===== src/design/ufb_pkg.sv =====
// ufb_pkg: types, register indexes and frame byte positions for the upload frame builder
// used by every module of the block, depends on nothing

package ufb_pkg;

  localparam int unsigned AddrWidth  = 5;
  localparam int unsigned DataWidth  = 32;
  localparam int unsigned FrameBytes = 27;
  localparam int unsigned PosWidth   = $clog2(FrameBytes);

  // byte positions inside a full frame run
  localparam logic [PosWidth-1:0] PosHdrFirst = PosWidth'(0);
  localparam logic [PosWidth-1:0] PosSeqHigh  = PosWidth'(3);
  localparam logic [PosWidth-1:0] PosData     = PosWidth'(20);
  localparam logic [PosWidth-1:0] PosFooterHi = PosWidth'(26);

  localparam logic [13:0] SrcSubnetRst = 14'd101;
  localparam logic [15:0] SrcNodeRst   = 16'd4112;
  localparam logic [13:0] DstSubnetRst = 14'd102;
  localparam logic [15:0] DstNodeRst   = 16'd4112;
  localparam logic [15:0] SeqRst       = 16'd1;

  typedef enum logic [2:0] {
    RegSrcSubnet = 3'd0,
    RegSrcNode   = 3'd1,
    RegDstSubnet = 3'd2,
    RegDstNode   = 3'd3,
    RegHeader    = 3'd4,
    RegExtension = 3'd5,
    RegFooter    = 3'd6
  } cfg_idx_e;

  typedef struct packed {
    logic [13:0] source_subnet;
    logic [15:0] source_node;
    logic [13:0] dst_subnet;
    logic [15:0] dest_node;
    logic [15:0] header_word;
    logic [15:0] extension_word;
    logic [15:0] footer_word;
  } cfg_t;

  typedef struct packed {
    logic [7:0]  data_byte;
    logic        first_of_frame;
    logic        last_of_frame;
    logic [23:0] payload_length;
    logic [31:0] dtype_code;
    logic [7:0]  ident_byte;
  } in_word_t;

  typedef struct packed {
    logic [7:0] out_byte;
    logic       last_of_run;
    logic       frame_end;
  } out_word_t;

endpackage


===== src/design/ufb_cfg_regs.sv =====
// ufb_cfg_regs: apb register file holding addresses and frame marker words
// depends on ufb_pkg

module ufb_cfg_regs (
  input  logic                         clk_i,
  input  logic                         rst_ni,
  input  logic                         psel,
  input  logic                         penable,
  input  logic                         pwrite,
  input  logic [ufb_pkg::AddrWidth-1:0] paddr,
  input  logic [ufb_pkg::DataWidth-1:0] pwdata,
  output logic [ufb_pkg::DataWidth-1:0] prdata,
  output logic                         pready,
  output ufb_pkg::cfg_t                cfg_o
);
  import ufb_pkg::*;

  cfg_t     cfg_q, cfg_d;
  cfg_idx_e idx;
  logic     wr_en;

  assign pready = 1'b1;
  assign idx    = cfg_idx_e'(paddr[AddrWidth-1:2]);
  assign wr_en  = psel && penable && pwrite;
  assign cfg_o  = cfg_q;

  always_comb begin
    cfg_d = cfg_q;
    if (wr_en) begin
      case (idx)
        RegSrcSubnet: cfg_d.source_subnet  = pwdata[13:0];
        RegSrcNode:   cfg_d.source_node    = pwdata[15:0];
        RegDstSubnet: cfg_d.dst_subnet     = pwdata[13:0];
        RegDstNode:   cfg_d.dest_node      = pwdata[15:0];
        RegHeader:    cfg_d.header_word    = pwdata[15:0];
        RegExtension: cfg_d.extension_word = pwdata[15:0];
        RegFooter:    cfg_d.footer_word    = pwdata[15:0];
        default:      cfg_d = cfg_q;
      endcase
    end
  end

  always_comb begin
    case (idx)
      RegSrcSubnet: prdata = {18'd0, cfg_q.source_subnet};
      RegSrcNode:   prdata = {16'd0, cfg_q.source_node};
      RegDstSubnet: prdata = {18'd0, cfg_q.dst_subnet};
      RegDstNode:   prdata = {16'd0, cfg_q.dest_node};
      RegHeader:    prdata = {16'd0, cfg_q.header_word};
      RegExtension: prdata = {16'd0, cfg_q.extension_word};
      RegFooter:    prdata = {16'd0, cfg_q.footer_word};
      default:      prdata = '0;
    endcase
  end

  always_ff @(posedge clk_i or negedge rst_ni) begin
    if (!rst_ni) begin
      cfg_q.source_subnet  <= SrcSubnetRst;
      cfg_q.source_node    <= SrcNodeRst;
      cfg_q.dst_subnet     <= DstSubnetRst;
      cfg_q.dest_node      <= DstNodeRst;
      cfg_q.header_word    <= '0;
      cfg_q.extension_word <= '0;
      cfg_q.footer_word    <= '0;
    end else begin
      cfg_q <= cfg_d;
    end
  end

endmodule


===== src/design/ufb_framer.sv =====
// ufb_framer: input word register, byte position counter and output word register
// depends on ufb_pkg

module ufb_framer (
  input  logic                 clk_i,
  input  logic                 rst_ni,
  input  ufb_pkg::cfg_t        cfg_i,
  input  logic                 in_valid_i,
  output logic                 in_stall_o,
  input  ufb_pkg::in_word_t    in_word_i,
  output logic                 out_valid_o,
  input  logic                 out_stall_i,
  output ufb_pkg::out_word_t   out_word_o
);
  import ufb_pkg::*;

  logic                 item_valid_q, item_valid_d;
  in_word_t             item_q;
  logic [PosWidth-1:0]  pos_q, pos_d;
  logic [15:0]          seq_q, seq_d;
  logic [7:0]           chk_q, chk_d;
  logic                 out_valid_q;
  out_word_t            out_q;

  logic                 out_adv, take, item_final, done, in_acc;
  logic [PosWidth-1:0]  end_pos;
  logic [31:0]          source_addr, dst_addr;
  logic [7:0]           frame_bytes [FrameBytes];
  logic [7:0]           cur_byte;

  assign source_addr = {2'b00, cfg_i.source_subnet, cfg_i.source_node};
  assign dst_addr    = {2'b00, cfg_i.dst_subnet, cfg_i.dest_node};

  // full frame image, little-endian fields
  always_comb begin
    frame_bytes[0]  = cfg_i.header_word[7:0];
    frame_bytes[1]  = cfg_i.header_word[15:8];
    frame_bytes[2]  = seq_q[7:0];
    frame_bytes[3]  = seq_q[15:8];
    frame_bytes[4]  = source_addr[7:0];
    frame_bytes[5]  = source_addr[15:8];
    frame_bytes[6]  = source_addr[23:16];
    frame_bytes[7]  = source_addr[31:24];
    frame_bytes[8]  = dst_addr[7:0];
    frame_bytes[9]  = dst_addr[15:8];
    frame_bytes[10] = dst_addr[23:16];
    frame_bytes[11] = dst_addr[31:24];
    frame_bytes[12] = item_q.dtype_code[7:0];
    frame_bytes[13] = item_q.dtype_code[15:8];
    frame_bytes[14] = item_q.dtype_code[23:16];
    frame_bytes[15] = item_q.dtype_code[31:24];
    frame_bytes[16] = item_q.payload_length[7:0];
    frame_bytes[17] = item_q.payload_length[15:8];
    frame_bytes[18] = item_q.payload_length[23:16];
    frame_bytes[19] = item_q.ident_byte;
    frame_bytes[20] = item_q.data_byte;
    frame_bytes[21] = cfg_i.extension_word[7:0];
    frame_bytes[22] = cfg_i.extension_word[15:8];
    frame_bytes[23] = chk_q;
    frame_bytes[24] = 8'h00;
    frame_bytes[25] = cfg_i.footer_word[7:0];
    frame_bytes[26] = cfg_i.footer_word[15:8];
  end

  assign cur_byte   = frame_bytes[pos_q];
  assign end_pos    = item_q.last_of_frame ? PosFooterHi : PosData;
  assign item_final = (pos_q == end_pos);
  assign out_adv    = !out_valid_q || !out_stall_i;
  assign take       = item_valid_q && out_adv;
  assign done       = take && item_final;
  assign in_stall_o = item_valid_q && !done;
  assign in_acc     = in_valid_i && !in_stall_o;

  always_comb begin
    item_valid_d = item_valid_q;
    pos_d        = pos_q;
    if (in_acc) begin
      item_valid_d = 1'b1;
      pos_d        = in_word_i.first_of_frame ? PosHdrFirst : PosData;
    end else if (done) begin
      item_valid_d = 1'b0;
    end else if (take) begin
      pos_d = pos_q + PosWidth'(1);
    end
  end

  // checksum restarts at the header and clears after the trailer
  always_comb begin
    chk_d = chk_q;
    seq_d = seq_q;
    if (take) begin
      if (pos_q == PosHdrFirst) begin
        chk_d = cur_byte;
      end else if (pos_q == PosFooterHi) begin
        chk_d = '0;
      end else begin
        chk_d = chk_q ^ cur_byte;
      end
      if (pos_q == PosSeqHigh) begin
        seq_d = seq_q + 16'd1;
      end
    end
  end

  always_ff @(posedge clk_i or negedge rst_ni) begin
    if (!rst_ni) begin
      item_valid_q <= 1'b0;
      pos_q        <= '0;
      seq_q        <= SeqRst;
      chk_q        <= '0;
      out_valid_q  <= 1'b0;
    end else begin
      item_valid_q <= item_valid_d;
      pos_q        <= pos_d;
      seq_q        <= seq_d;
      chk_q        <= chk_d;
      if (out_adv) begin
        out_valid_q <= take;
      end
    end
  end

  always_ff @(posedge clk_i) begin
    if (in_acc) begin
      item_q <= in_word_i;
    end
    if (take) begin
      out_q.out_byte    <= cur_byte;
      out_q.last_of_run <= item_final;
      out_q.frame_end   <= (pos_q == PosFooterHi);
    end
  end

  assign out_valid_o = out_valid_q;
  assign out_word_o  = out_q;

endmodule


===== src/design/upload_frame_builder_core.sv =====
// upload_frame_builder_core: top level, apb register file plus byte framer
// depends on ufb_pkg, ufb_cfg_regs and ufb_framer
// the framer registers each input word, then each output byte it yields
// output words: 1 + 20 (first of frame) + 6 (last of frame) per input word,
// one output word per cycle, single output register, while out_stall_i is low
// reset: sequence number 1, checksum 0, address registers to their defaults

module upload_frame_builder_core (
  input  logic                          clk_i,
  input  logic                          rst_ni,
  input  logic                          psel,
  input  logic                          penable,
  input  logic                          pwrite,
  input  logic [ufb_pkg::AddrWidth-1:0] paddr,
  input  logic [ufb_pkg::DataWidth-1:0] pwdata,
  output logic [ufb_pkg::DataWidth-1:0] prdata,
  output logic                          pready,
  input  logic                          in_valid_i,
  output logic                          in_stall_o,
  input  ufb_pkg::in_word_t             in_word_i,
  output logic                          out_valid_o,
  input  logic                          out_stall_i,
  output ufb_pkg::out_word_t            out_word_o
);
  import ufb_pkg::*;

  cfg_t cfg;

  ufb_cfg_regs u_cfg_regs (
    .clk_i   (clk_i),
    .rst_ni  (rst_ni),
    .psel    (psel),
    .penable (penable),
    .pwrite  (pwrite),
    .paddr   (paddr),
    .pwdata  (pwdata),
    .prdata  (prdata),
    .pready  (pready),
    .cfg_o   (cfg)
  );

  ufb_framer u_framer (
    .clk_i       (clk_i),
    .rst_ni      (rst_ni),
    .cfg_i       (cfg),
    .in_valid_i  (in_valid_i),
    .in_stall_o  (in_stall_o),
    .in_word_i   (in_word_i),
    .out_valid_o (out_valid_o),
    .out_stall_i (out_stall_i),
    .out_word_o  (out_word_o)
  );

endmodule

===== config.mk =====
export PLATFORM = sky130hd
export DESIGN_NAME = upload_frame_builder_core
export DESIGN_NICKNAME = d
export VERILOG_FILES = /design/src/design/ufb_pkg.sv /design/src/design/ufb_cfg_regs.sv /design/src/design/ufb_framer.sv /design/src/design/upload_frame_builder_core.sv
export SDC_FILE = /design/constraint.sdc
export NUM_CORES = 1
export LEC_CHECK = 0
export BUFFER_PORTS_ARGS = -buffer_cell sky130_fd_sc_hd__buf_2
export CAP_MARGIN = 30
export CORE_ASPECT_RATIO = 0.7
export CORE_MARGIN = 2
export CORE_UTILIZATION = 40
export CTS_CLUSTER_SIZE = 8
export DETAILED_ROUTE_END_ITERATION = 7
export PLACE_DENSITY = 0.59
export RECOVER_POWER = 50
export SLEW_MARGIN = 20
export SYNTH_ARGS = -nofsm -noshare
export SYNTH_HDL_FRONTEND = slang
export SYNTH_HIERARCHICAL = 1
export SYNTH_SLANG_ARGS = --single-unit

===== constraint.sdc =====
create_clock -name clk_i -period 5.2 [get_ports clk_i]
set_clock_uncertainty 0.05 [all_clocks]
set_input_delay 1.3 -clock clk_i [delete_from_list [all_inputs] [get_ports clk_i]]
set_output_delay 1.3 -clock clk_i [all_outputs]
set_load 0.03 [all_outputs]

==> flow_summary.json <==
{
  "slew_limit_fails": 79,
  "grt.overflow.total": 0,
  "critPathCaptureType": "primary output",
  "worstSkewPairLatency_ps": 560,
  "route.detailed.drc": 0,
  "yosys_register_bits": 222,
  "setup_viol_count_final": 0,
  "setup_slack_ps": 603,
  "detail_route.wirelength_mm": 31.8,
  "worst-slew-pin-transition_ps": 2190,
  "detailedRoute.firstPassIterationCount": 5,
  "chipWidth_um": 204,
  "buffer_ports.inserted": 127,
  "relSlewSlack_pct": -45.8,
  "antenna_found_initial": 0,
  "critPathMaxFanout": 21,
  "crit_required_ps": 3850,
  "path_type_of_the_worst_setup_path": "in2out",
  "std_cell_rows": 51,
  "post_cts_clock_slew_at_the_launch_and_capture_registers_of_the_worst_setup_and_hold_paths_ps": 50,
  "numClockSinks": 222,
  "holdCritStartpoint": "u_framer/seq_q[6]",
  "tritoncts": "done",
  "cts_htree_levels": 1,
  "nets": 1062,
  "synth.yosys.warnings": 6,
  "post-cts-setup-buffer-count": 0,
  "die_height_um": 144,
  "grt_util_all_layers_pct": 22.0,
  "worstPathArrival_ps": 3250,
  "instance_count_of_the_mapped_netlist": 815,
  "post-place-ws_ps": 1020,
  "cellPowerDensity_mw_per_mm2": 492,
  "power.static_leakage_nw": 5.35,
  "num_io_pins": 163,
  "synth-async-reset-ratio_pct": 62.6,
  "period_needed_ps": 4600,
  "count_of_antenna_violating_nets_left_after_detailed_routing": 0,
  "avg_inst_size_synth_um2": 13.7,
  "fraction_of_final_layout_cells_with_drive_strength_greater_than_1_pct": 34.8,
  "power.ir.vdd_worst_mv": 0.269,
  "min_path_cells": 1,
  "grt_first_pass_wirelength_mm": 47.4,
  "outcome": "complete, but fails checks",
  "final_core_utilization_pct": 46.6,
  "cts_buffers": 31,
  "place.gp.congestion": 0.883,
  "cts.repair.resized": 0,
  "reg2reg_slack_ps": 1500,
  "ys_types": 67,
  "violated_checks": "capacitance limit, slew limit",
  "detailedRoute.firstIterationViolations": 602,
  "cts_hold_repair.buffers": 0,
  "cap_viol_max_count": 2,
  "setup-tns-final_ps": 0,
  "syn_area_mm2": 0.0111,
  "worst_r2r_path_depth": 5,
  "dr_total_vias": 7544,
  "area_of_the_placeable_core_mm2": 0.0276,
  "top_ff_cell_synth": "sky130_fd_sc_hd__dfrtp_1",
  "regToRegEndpoint": "u_framer/frame_bytes[51]",
  "max_freq_mhz": 218,
  "hold_path_class": "reg2reg",
  "clk_path_buf_depth": 3,
  "rsz0062_at_grt": "no",
  "fin_crit_sh_pct": 88.4,
  "hold_path_end": "u_framer/seq_q[6]",
  "floorplan.initialDensity_pct": 40.3,
  "synth-seq-area-share_pct": 53.7,
  "synthToLayoutAreaGrowth_pct": 15.6,
  "cts.root.buffer_cell": "sky130_fd_sc_hd__clkbuf_16",
  "synth-edff-count": 83,
  "hold_violations": 0,
  "fill_cells": 2525,
  "timing.critical_path.from_type": "input pin",
  "vias_in_the_first_global_route": 7266,
  "avgViaCountPerCell": 5.66,
  "dieArea_mm2": 0.0292,
  "crit-reg2reg-launch": "u_framer/pos_q[3]",
  "wl_per_cell_um": 23.8,
  "hpwl_mm": 22.0,
  "antenna_cells": 0,
  "pin_count_of_the_biggest_net_entering_global_routing": 65
}
## per-layer routing
| layer | global-route usage [%] | part of all wire [%] | up-vias |
|---|---|---|---|
| met5 | 0 | 0 | - |
| met4 | 4.38 | 1.6 | 0 |
| met3 | 4.10 | 6.9 | 41 |
| met1 | 34.4 | 49 | 3844 |
| met2 | 31.3 | 42 | 291 |
| li1 | - | - | 3368 |
## how the worst max path moves through the flow
stage                     start           endpoint  slack (ps)  cells past startpoint
floorplan           out_stall_i  u_framer/pos_q[2]         950                      4
global placement       paddr[2]          prdata[7]        1000                      6
detailed placement     paddr[3]          prdata[3]        1020                      6
CTS                    paddr[2]          prdata[7]        1010                      6
global route           paddr[2]          prdata[1]         520                      6
finish                 paddr[2]          prdata[7]         600                      6
## layout by cell type (no fill, tap or decap), types with 12 or more instances in the layout
cell	netlist	routed
sky130_fd_sc_hd__dfrtp_1	126	125
sky130_fd_sc_hd__nor2_1	20	21
sky130_fd_sc_hd__o22ai_1	14	14
sky130_fd_sc_hd__nand2_1	26	26
sky130_fd_sc_hd__buf_4	27	13
sky130_fd_sc_hd__mux4_2	13	13
sky130_fd_sc_hd__clkbuf_1	19	37
sky130_fd_sc_hd__dfstp_2	13	13
sky130_fd_sc_hd__conb_1	2	17
sky130_fd_sc_hd__clkbuf_16	0	31
sky130_fd_sc_hd__a32oi_1	13	13
sky130_fd_sc_hd__edfxtp_1	83	83
sky130_fd_sc_hd__mux2i_1	78	78
sky130_fd_sc_hd__a21oi_1	20	20
sky130_fd_sc_hd__buf_2	13	115
sky130_fd_sc_hd__mux2_2	118	118
sky130_fd_sc_hd__a22oi_1	12	12
sky130_fd_sc_hd__o211ai_1	14	14
## Yosys cell counts, types with 3 or more instances
| cell type | n | area share, % |
|---|---|---|
| sky130_fd_sc_hd__mux2_2 | 118 | 12 |
| sky130_fd_sc_hd__a22oi_1 | 12 | 0.81 |
| sky130_fd_sc_hd__ha_1 | 4 | 0.45 |
| sky130_fd_sc_hd__a211oi_2 | 7 | 0.79 |
| sky130_fd_sc_hd__nor2b_1 | 10 | 0.56 |
| sky130_fd_sc_hd__buf_4 | 27 | 1.8 |
| sky130_fd_sc_hd__o22ai_1 | 14 | 0.79 |
| sky130_fd_sc_hd__nand3_1 | 3 | 0.13 |
| sky130_fd_sc_hd__nor2_1 | 20 | 0.67 |
| sky130_fd_sc_hd__nor2_2 | 5 | 0.28 |
| sky130_fd_sc_hd__dfstp_2 | 13 | 3.1 |
| sky130_fd_sc_hd__a22o_1 | 10 | 0.79 |
| sky130_fd_sc_hd__a32oi_1 | 13 | 1.0 |
| sky130_fd_sc_hd__buf_2 | 13 | 0.58 |
| sky130_fd_sc_hd__o211ai_1 | 14 | 0.94 |
| sky130_fd_sc_hd__inv_1 | 10 | 0.34 |
| sky130_fd_sc_hd__nor3_1 | 4 | 0.18 |
| sky130_fd_sc_hd__xor2_1 | 8 | 0.63 |
| sky130_fd_sc_hd__mux2i_1 | 78 | 7.0 |
| sky130_fd_sc_hd__o221ai_1 | 7 | 0.55 |
| sky130_fd_sc_hd__and4_1 | 3 | 0.24 |
| sky130_fd_sc_hd__mux4_1 | 5 | 1.2 |
| sky130_fd_sc_hd__a211o_1 | 10 | 0.79 |
| sky130_fd_sc_hd__edfxtp_1 | 83 | 22 |
| sky130_fd_sc_hd__nor4_1 | 3 | 0.17 |
| sky130_fd_sc_hd__nand4_1 | 3 | 0.17 |
| sky130_fd_sc_hd__and2_1 | 6 | 0.34 |
| sky130_fd_sc_hd__a221o_1 | 9 | 0.81 |
| sky130_fd_sc_hd__and3b_1 | 5 | 0.39 |
| sky130_fd_sc_hd__nand2_1 | 26 | 0.88 |
| sky130_fd_sc_hd__and3_1 | 8 | 0.45 |
| sky130_fd_sc_hd__a31o_2 | 5 | 0.39 |
| sky130_fd_sc_hd__o21ai_0 | 5 | 0.22 |
| sky130_fd_sc_hd__nand2b_1 | 5 | 0.28 |
| sky130_fd_sc_hd__dfrtp_1 | 126 | 28 |
| sky130_fd_sc_hd__a21boi_0 | 9 | 0.61 |
| sky130_fd_sc_hd__buf_6 | 8 | 0.81 |
| sky130_fd_sc_hd__nand3b_1 | 7 | 0.47 |
| sky130_fd_sc_hd__a31oi_1 | 6 | 0.34 |
| sky130_fd_sc_hd__clkbuf_1 | 19 | 0.64 |
| sky130_fd_sc_hd__mux4_2 | 13 | 2.6 |
| sky130_fd_sc_hd__a21oi_1 | 20 | 0.90 |
| sky130_fd_sc_hd__xnor2_1 | 9 | 0.71 |
## state kept, by name, summed over array words and instances, names as in the netlist
signal	cells
u_cfg_regs/cfg_o	108
u_framer/frame_bytes	72
u_framer/seq_q	16
u_framer/out_word_o	10
u_framer/chk_q	8
u_framer/pos_q	5
u_framer/item_q	1
u_framer/item_valid_q	1
u_framer/out_valid_o	1
## cell type report
| class | instances | area [µm²] | share of cell area, % |
|---|---|---|---|
| clock inverter | 1 | 8.76 | 0.0680 |
| tap | 371 | 464 | 3.60 |
| inverter | 12 | 45.0 | 0.350 |
| timing repair buffer | 146 | 796 | 6.18 |
| multi-input combinational | 527 | 4710 | 36.6 |
| clock buffer | 55 | 866 | 6.72 |
| sequential | 222 | 5990 | 46.5 |
## per-stage QoR
step,power [mW],cell area [µm²],hold WS [ps],cells
floorplan,3.89,11200,391,830
global placement,4.46,12000,409,1276
detailed placement,4.48,12000,427,1278
CTS,6.37,12900,439,1334
global route,6.62,12900,449,1334
finish,6.33,12900,437,1334
## where the power goes
group / total, mW / internal [mW] / switching, mW / leakage (nW)
clock: 1.86 / 1.11 / 0.750 / 0.415
combinational: 1.96 / 0.826 / 1.13 / 2.44
sequential: 2.52 / 2.17 / 0.351 / 2.50
## worst max-delay path: stages
cell	delay (ps)
sky130_fd_sc_hd__clkbuf_1	630
sky130_fd_sc_hd__buf_4	420
sky130_fd_sc_hd__mux2_2	370
sky130_fd_sc_hd__a21oi_1	140
sky130_fd_sc_hd__o211ai_1	150
sky130_fd_sc_hd__buf_2	220
## kinds of logic (layout without fill, tap and decap cells)
family | after synthesis | count (layout) | share of synthesized area (%)
adders and majority gates | 4 | 4 | 0.449
xor gates and xnor gates | 17 | 17 | 1.34
other | 2 | 17 | 0.0674
muxes | 214 | 214 | 22.7
buffers and inverters | 81 | 214 | 4.47
DFF | 222 | 222 | 53.7
and+or+nand+nor | 125 | 125 | 6.81
AOI/OAI and AO/OA | 150 | 150 | 10.4
Note: power is estimated with default switching activity, not from simulation.
